[src/rtl/qn_pkg.sv]
// quaternion normalise package: default widths shared by the block and its checker
// no dependencies
package qn_pkg;
   localparam int DEF_COMP_WIDTH = 16;
   localparam int DEF_FRAC_BITS  = 12;
endpackage

[src/rtl/qn_div_cell.sv]
// one quotient bit of a restoring divide chain for one component lane
// depends on qn_pkg
module qn_div_cell #(
   parameter int DW = 30,
   parameter int RB = 17,
   parameter int QW = 13,
   parameter int K  = 0,
   parameter int PW = 1
) (
   input  logic          clock,
   input  logic [DW-1:0] prev_rem,
   input  logic [RB-1:0] prev_dvs,
   input  logic [QW-1:0] prev_q,
   input  logic [PW-1:0] prev_pass,
   output logic [DW-1:0] next_rem,
   output logic [RB-1:0] next_dvs,
   output logic [QW-1:0] next_q,
   output logic [PW-1:0] next_pass
);
   import qn_pkg::*;

   logic [DW-1:0] trial;
   logic [DW-1:0] rem_ff, rem_in;
   logic [RB-1:0] dvs_ff;
   logic [QW-1:0] q_ff, q_in;
   logic [PW-1:0] pass_ff;

   assign trial = DW'(prev_dvs) << K;

   always_comb begin
      rem_in = prev_rem;
      q_in   = prev_q;
      if (prev_rem >= trial) begin
         rem_in = prev_rem - trial;
         q_in   = prev_q | (QW'(1) << K);
      end
   end

   always_ff @(posedge clock) begin
      rem_ff  <= rem_in;
      dvs_ff  <= prev_dvs;
      q_ff    <= q_in;
      pass_ff <= prev_pass;
   end

   assign next_rem  = rem_ff;
   assign next_dvs  = dvs_ff;
   assign next_q    = q_ff;
   assign next_pass = pass_ff;
endmodule

[config.mk]
export PLATFORM = sky130hd
export DESIGN_NAME = qn_div_cell
export DESIGN_NICKNAME = d
export VERILOG_FILES = /design/src/rtl/qn_pkg.sv /design/src/rtl/qn_div_cell.sv
export SDC_FILE = /design/constraint.sdc
export NUM_CORES = 1
export LEC_CHECK = 0
export BUFFER_PORTS_ARGS = -buffer_cell sky130_fd_sc_hd__buf_2
export CORE_UTILIZATION = 40
export CTS_CLUSTER_DIAMETER = 150
export DETAILED_ROUTE_END_ITERATION = 8
export MAX_ROUTING_LAYER = met4
export PLACE_DENSITY = 0.78
export SETUP_SLACK_MARGIN = 0.3
export SLEW_MARGIN = 5
export SYNTH_ARGS = -nofsm -noshare
export SYNTH_HDL_FRONTEND = slang
export SYNTH_SLANG_ARGS = --single-unit
[constraint.sdc]
create_clock -name clock -period 3.2 [get_ports clock]
set_input_delay 0.64 -clock clock [delete_from_list [all_inputs] [get_ports clock]]
set_output_delay 0.64 -clock clock [all_outputs]
set_load 0.02 [all_outputs]
==> impl_results.md <==
* Syn Inst Count at 275
* Register area share after synthesis at 46.6%
* Ant diodes at 0
* Fillers at 601
* Ys flop type: dfxtp_1
* Critical path type: in2reg
* Hold bufs inserted after CTS at 0
* CTS max path bufs at 2
* Hold Violations, Final at 0
* Clk pin slew, worst setup/hold paths at 0.08 ns
* Clock root cell: clkbuf_8
* Max incr delay on CP at 0.44 ns
* Share of cells above drive strength 1 at 38.4%
* Row count at 29
* Grt ovf at 0
* Mean post-synth cell area at 9.52 um^2
* Total of max-cap violations at 0
* WP data arrival at 3.08 ns
* Final hold slack at 0.396 ns
* TritonCTS buffer count at 9
* Synthesized cell area at 0.00262 mm^2
* Via count at 2478
* Status: finished clean
* Hold WC Path Type: in2reg
* Leak pwr at 1.76 nW
* FMAX at 357 MHz
* Pre-CTS WS at 0.0223 ns
* Clk sinks at 61
* Antenna violations before repair at 0
* First-pass GRT wire length at 10300 um
* 1st-iter DRT viols at 117
* Largest net degree at the start of global routing at 16
* Multi-input gate area at 0.00133 mm^2
* FF+latch area at 0.00122 mm^2
* Required time of the critical path at 3.48 ns
* Antenna viol nets, final at 0
* CTS tree: built
* Slew Viols, Final at 0
* Pwr Density at 562 mW/mm^2
* Overall Global Routing Usage at 19.2%
* Vias in the first global route at 2287
* Post-synth EDFFs at 0
* Actual slew at the worst max-slew pin at 0.571 ns
* Critical path cell sequence: buf_2 -> ha_1 -> nand3_1 -> nor2_1 -> nand3_1 -> o31ai_2 -> o21ba_4 -> buf_4 -> a2111oi_2 -> xor2_1
* Core ar. at 0.00635 mm^2
* Fin nets at 489
* Area added between synthesis and finish at 37.0%
* RePlAce Congestion at 0.857
* Synth Register Bits at 61
* Port Buffer Count at 122
* Tcrit/Tclk final at 87.6%
* RSZ-0062 raised after global routing: no
* Rel. slew slack at 62.0%
* Die H at 82.9 um
* CP max stage cell: o31ai_2
* Cell variety after synth at 45
* Fin Setup TNS at 0 ns
* Crit start category: primary input
* CP Capture Type: flip-flop
* Routed wire per std cell at 13.2 um
* Peak supply drop at 0.399 mV
* DRC Markers at 0
* Syn. warnings at 0
* DR pass1 iterations at 5
* Hpwl dp at 4960 um
* Most frequent CP cell: nand3_1
* Asr flop ratio synth at 0%
* Post-layout minimum cycle time at 2.80 ns
* Max FO, Critical Path at 7
* Total Die Area at 0.00687 mm^2
* Initial Util at 41.2%
* Setup WS post-layout at 0.397 ns
* Setup violations, final at 0
* Routed wire length at 6490 um
* Num ports at 123
* DIE WIDTH at 82.9 um
* Maximum level of the CTS H-tree at 3
* Via density per instance at 5.05
* Syn_nets at 355
## where the power goes
| part | internal [mW] | total [mW] | switching (mW) |
|---|---|---|---|
| combinational | 0.184 | 0.467 | 0.283 |
| sequential | 0.840 | 0.858 | 0.0185 |
| clock | 0.362 | 0.692 | 0.330 |
## sequential cells by signal, indices dropped and copies added, names as in the netlist
signal     flops
next_dvs      17
next_pass      1
next_rem      30
next_q        13
## metal layers
layer | global-route usage (%) | wire [um] | up-vias
met5 | - | 0 | -
met4 | 9.09 | 138 | 0
met3 | 4.08 | 406 | 15
met2 | 31.3 | 3120 | 102
met1 | 22.7 | 2820 | 1129
li1 | - | - | 1232
## area by class of cell
cell class              count  area share (%)
flip-flops and latches     61            34.0
clock inverters             7            2.06
multi-input cells         188            37.0
repair buffers            130            18.8
inverters                  19            1.99
well taps                  77            2.69
clock buffers               9            3.45
## cell usage after synthesis (all sizes together), types with 4 or more instances
cell type / n / area [um^2]
inv: 19 / 71.3
a21o: 8 / 60.1
dfxtp: 61 / 1220
o21ai: 13 / 65.1
a21oi: 19 / 95.1
nor2: 18 / 67.6
nor3: 6 / 35.0
or4: 5 / 41.3
nand3: 7 / 35.0
xnor2: 13 / 114
nand4: 4 / 25.0
and3: 4 / 25.0
nor4: 4 / 31.3
nand2: 24 / 90.1
ha: 17 / 213
xor2: 15 / 131
clkbuf: 5 / 18.8
## critical path: cells and delay by family
family	cells	cell delay [ns]
adder cells (fa/ha/maj)	1	0.42
buffers and inverters	2	0.26
AND/OR/NAND/NOR	3	0.55
AO/OA/AOI/OAI	3	1.04
XOR/XNOR	1	0.16
## cells by family after synthesis
kind of cell	after synthesis	synth area share [%]
and+or+nand+nor	85	16.9
DFF	61	46.6
AOI/OAI and AO/OA	56	13.9
xor gates and xnor gates	28	9.36
buffers and inverters	27	4.35
adders and majority gates	18	8.89
## metrics by stage
stage / utilization (%) / instance area, um^2 / total power [mW] / cells
6_report: 56.5 / 3590 / 2.02 / 491
3_3_place_gp: 52.3 / 3320 / 1.33 / 471
3_5_place_dp: 52.3 / 3320 / 1.34 / 471
4_1_cts: 55.4 / 3520 / 2.03 / 487
2_1_floorplan: - / 2620 / 1.17 / 275
5_1_grt: 56.5 / 3590 / 2.10 / 491
## path summary, 6_finish.rpt
path	startpoint	end	cells after the start
setup / recovery	prev_rem[16]	next_rem[17]$_DFF_P_	10
hold / removal	prev_q[9]	next_q[9]$_DFF_P_	1
## cells in the final DEF (no fill, tap or decap), types with 3 or more instances in the layout
cell      count
and3_1        4
inv_1        19
a21o_1        8
or3_1         3
nor2_1       18
o21ai_0       8
buf_2       122
dfxtp_1      61
nand2b_1      3
clkbuf_8      9
or4_1         4
nand4_1       4
a31oi_1       3
nor3_1        5
xnor2_1      13
a21oi_1      19
ha_1         17
xor2_1       15
nand3_1       6
buf_4         7
o21ai_1       5
nand2_1      24
## repair_timing
action	in CTS	in global routing
resized for setup	0	7
buffers inserted	0	3
hold endpoints to repair	0	0
endpoints found under the setup margin	0	24
(Power assumes the default switching activity.)
