--- src/rtl/qn_pkg.sv ---
// quaternion normalise package: default widths shared by the block and its checker
// no dependencies
package qn_pkg;
   localparam int DEF_COMP_WIDTH = 16;
   localparam int DEF_FRAC_BITS  = 12;
endpackage

--- src/rtl/qn_sqrt_cell.sv ---
// one bit of the integer square root chain: tries one root bit, passes the word on
// depends on qn_pkg
module qn_sqrt_cell #(
   parameter int SW  = 34,
   parameter int RB  = 17,
   parameter int BIT = 0,
   parameter int PW  = 1
) (
   input  logic          clock,
   input  logic [SW-1:0] prev_s,
   input  logic [SW-1:0] prev_sq,
   input  logic [RB-1:0] prev_root,
   input  logic [PW-1:0] prev_pass,
   output logic [SW-1:0] next_s,
   output logic [SW-1:0] next_sq,
   output logic [RB-1:0] next_root,
   output logic [PW-1:0] next_pass
);
   import qn_pkg::*;

   logic [SW-1:0] cand_sq;
   logic [SW-1:0] s_ff, sq_ff, sq_in;
   logic [RB-1:0] root_ff, root_in;
   logic [PW-1:0] pass_ff;

   // (r + 2^b)^2 = r^2 + r*2^(b+1) + 2^(2b)
   assign cand_sq = prev_sq + (SW'(prev_root) << (BIT + 1)) + (SW'(1) << (2 * BIT));

   always_comb begin
      sq_in   = prev_sq;
      root_in = prev_root;
      if (cand_sq <= prev_s) begin
         sq_in   = cand_sq;
         root_in = prev_root | (RB'(1) << BIT);
      end
   end

   always_ff @(posedge clock) begin
      s_ff    <= prev_s;
      sq_ff   <= sq_in;
      root_ff <= root_in;
      pass_ff <= prev_pass;
   end

   assign next_s    = s_ff;
   assign next_sq   = sq_ff;
   assign next_root = root_ff;
   assign next_pass = pass_ff;
endmodule

--- config.mk ---
export PLATFORM = sky130hd
export DESIGN_NAME = qn_sqrt_cell
export DESIGN_NICKNAME = d
export VERILOG_FILES = /design/src/rtl/qn_pkg.sv /design/src/rtl/qn_sqrt_cell.sv
export SDC_FILE = /design/constraint.sdc
export NUM_CORES = 1
export LEC_CHECK = 0
export BUFFER_PORTS_ARGS = -buffer_cell sky130_fd_sc_hd__buf_2
export CAP_MARGIN = 15
export CORE_MARGIN = 8
export CORE_UTILIZATION = 44
export DETAILED_ROUTE_END_ITERATION = 8
export PLACE_DENSITY = 0.75
export SYNTH_ARGS = -nofsm -noshare
export SYNTH_HDL_FRONTEND = slang
export SYNTH_SLANG_ARGS = --single-unit
export TNS_END_PERCENT = 10
--- constraint.sdc ---
create_clock -name clock -period 4.1 [get_ports clock]
set_input_delay 0.41 -clock clock [delete_from_list [all_inputs] [get_ports clock]]
set_output_delay 0.41 -clock clock [all_outputs]
set_load 0.03 [all_outputs]
==> metrics.txt <==
first-pass GRT wire length 18900 um; met1 Use GR 18.7%; Post-Synth Simple-Gate Area 13.9%; post-synthesis sequential area ratio 39.8%; area leader, netlist dfxtp_1; CP endpoint kind flop; DR DRC count 0; Die ar. 13200 um2; yosys warns 0; Critical Path Source Type input pin; CTS clk-pin slew, worst paths 0.08 ns; Peak supply drop 0.237 mV; worst hold slack 0.152 ns; final setup fails 23; Max Freq 0.240 GHz; worst slew pin tran 0.360 ns; final slew viol count 0; Synth Flop Type dfxtp_1; critical path type input pin to flop; final WL 12400 um; final instance area 6340 um2; worst relative slew slack 76.0%; Core Area 9640 um2; number of antenna diodes 0; GRT Total Usage 17.9%; Max FO, Critical Path 6; Netlist cell types 52; failing checks setup timing; final worst slack -0.0718 ns; Max Cap Violations 0; Via Count 3956; syn avg cell area 10.1 um2; Post-synth EDFFs 0; post-synth top area share 39.8%; hold buffer count at CTS 0; pin count of the biggest net entering global routing 16; Register Area 1720 um2; met2 Use GR 32.3%; GR Util met3 6.62%; synthesized instance count 429; DR WL/cell 15.2 um; vias in the first global route 4174; syn_nets 568; CP cell instances buf_8 -> inv_4 -> fa_2 -> nor2b_2 -> o211ai_1 -> a2111oi_4 -> o31ai_4 -> o21ai_2 -> buf_6 -> nand3_1 -> xnor2_1 -> ha_1 -> buf_4 -> a21oi_2 -> nand2_1 -> a21oi_2 -> a211oi_2 -> a211oi_2 -> nor2_4 -> buf_12 -> buf_4 -> buf_6 -> nor3b_2 -> xor2_1; Final period util 102%; Leakage 3.16 nW; row cnt 36; Max clock buf depth 2; DIE WIDTH 115 um; busiest grt layer met2; Hold WC Path Type input pin to flop; compound-gate portion of the synthesized area 11.9%; TritonCTS Sinks 86; mux contribution to synthesized area 4.17%; Num CTS Buffers 9; Iter 0 DRT Violations 87; Fillers 780; non-filler instance count after layout 810; die height 115 um; Worst path max stage delay 0.47 ns; H-tree depth 3; post-layout min period 4.17 ns; Pwr per Cell Area 384 nW/um2; final net count 812; Area Growth Syn to Fin 46.8%; Root Driver clkbuf_8; Worst EP arrival 4.47 ns; status finished with violations; cell area after placement 5820 um2; Placed Instances 782; vias per inst 4.88; largest cells by area after synthesis dfxtp_1, ha_1, xnor2_1; overall power 0.00243 W; area taken by multi-input logic gates 2600 um2; main combinational cell family by area after synthesis adder cells; grt ovf 0; Top Ports 173; initial antenna violation count 1; ys async rst share 0%; most common cell in the netlist dfxtp_1; initial core utilization 44.8%; Antenna Nets Post-Route 0; HPWL Detailed 9930 um; CP required 4.39 ns; Mapped Area 4320 um2; IO buf count 172; First-pass DRT Iterations 4; Synth top cells by count dfxtp_1, ha_1, inv_1, a21oi_1; share of cells above drive strength 1 47.9%; pre-CTS worst setup slack -0.439 ns; CTS tree yes; Seq cells post-synth 86; XOR/XNOR Fraction of Synth Area 9.73%; GPL Wtd Cong 0.886; Synth Area in Adders 15.2%; Hold Violations, Final 0; slowest stage cell on the critical path a2111oi_4; RSZ-0062 raised after global routing true
[placed cells by master (no fill, tap or decap), drive strengths merged, types with 2 or more instances in the layout]
cell	n
nand4	9
nor2	20
nor4	3
and2	4
clkinv	3
a2111oi	2
nand3	15
nor2b	2
buf	238
o21ai	16
inv	45
a21o	6
bufinv	2
xor2	24
dfxtp	86
o2111ai	3
nor3	13
o211ai	3
o21bai	2
a221oi	3
and4	2
o21a	2
clkbuf	12
xnor2	24
nand2	25
a31oi	2
nand2b	3
ha	51
mux2	16
a211oi	3
a21oi	27
and3	3
[report_power, final]
group | internal, W | switching (W)
registers | 0.000912 | 0.0000183
clock network | 0.000337 | 0.000282
logic | 0.000388 | 0.000495
total | 0.00164 | 0.000796
[cell families (layout without fill, tap and decap cells)]
family	Yosys count	count (layout)
buffers and inverters	52	300
and+or+nand+nor	103	103
AOI/OAI and AO/OA	72	72
DFF	86	86
xor gates and xnor gates	48	48
adders and majority gates	52	52
muxes	16	16
[worst max-delay path: cells and delay by family]
| kind | cells | cell delay, ns |
|---|---|---|
| AO/OA/AOI/OAI | 8 | 1.63 |
| XOR/XNOR | 2 | 0.28 |
| buffers and inverters | 7 | 0.83 |
| AND/OR/NAND/NOR | 5 | 0.57 |
| adder cells (fa/ha/maj) | 2 | 0.72 |
[state kept, by name, indices dropped and copies added, names as in the netlist]
name       cells
next_sq       34
next_pass      1
next_root     17
next_s        34
[layer usage]
metal | vias up | part of all wire, % | wire length [um]
li1 | 1974 | - | -
met1 | 1805 | 40 | 4950
met2 | 153 | 50 | 6130
met3 | 22 | 8.5 | 1050
met4 | 2 | 1.7 | 209
met5 | - | 0.081 | 10
[per-stage QoR]
| stage | setup TNS (ns) | util [%] |
|---|---|---|
| 6_report | -0.959 | 65.8 |
| 5_1_grt | -8.77 | 65.8 |
| 4_1_cts | 0 | 62.8 |
| 3_5_place_dp | -12.31 | 60.4 |
| 3_3_place_gp | -7.63 | 60.4 |
| 2_1_floorplan | -0.713 | - |
[layout make-up]
cell class | count | share of cell area (%)
clock buffers | 10 | 2.01
clock inverters | 5 | 1.18
inverters | 45 | 2.70
multi-input cells | 291 | 41.1
flip-flops and latches | 86 | 27.1
well taps | 133 | 2.62
repair buffers | 240 | 23.3
[final timing paths]
kind	start	end	slack, ns	cells past startpoint
min	prev_pass	next_pass	0.15	1
max	prev_sq[1]	next_sq[19]	-0.07	24
[what timing repair did]
item / 4_1_cts / 5_1_grt
gates resized for setup: 2 / 38
pin swaps: 0 / 29
endpoints found under the setup margin: 20 / 35
setup buffers: 2 / 10
gates cloned: 0 / 2
No activity file was read; power rests on OpenSTA's default activity.
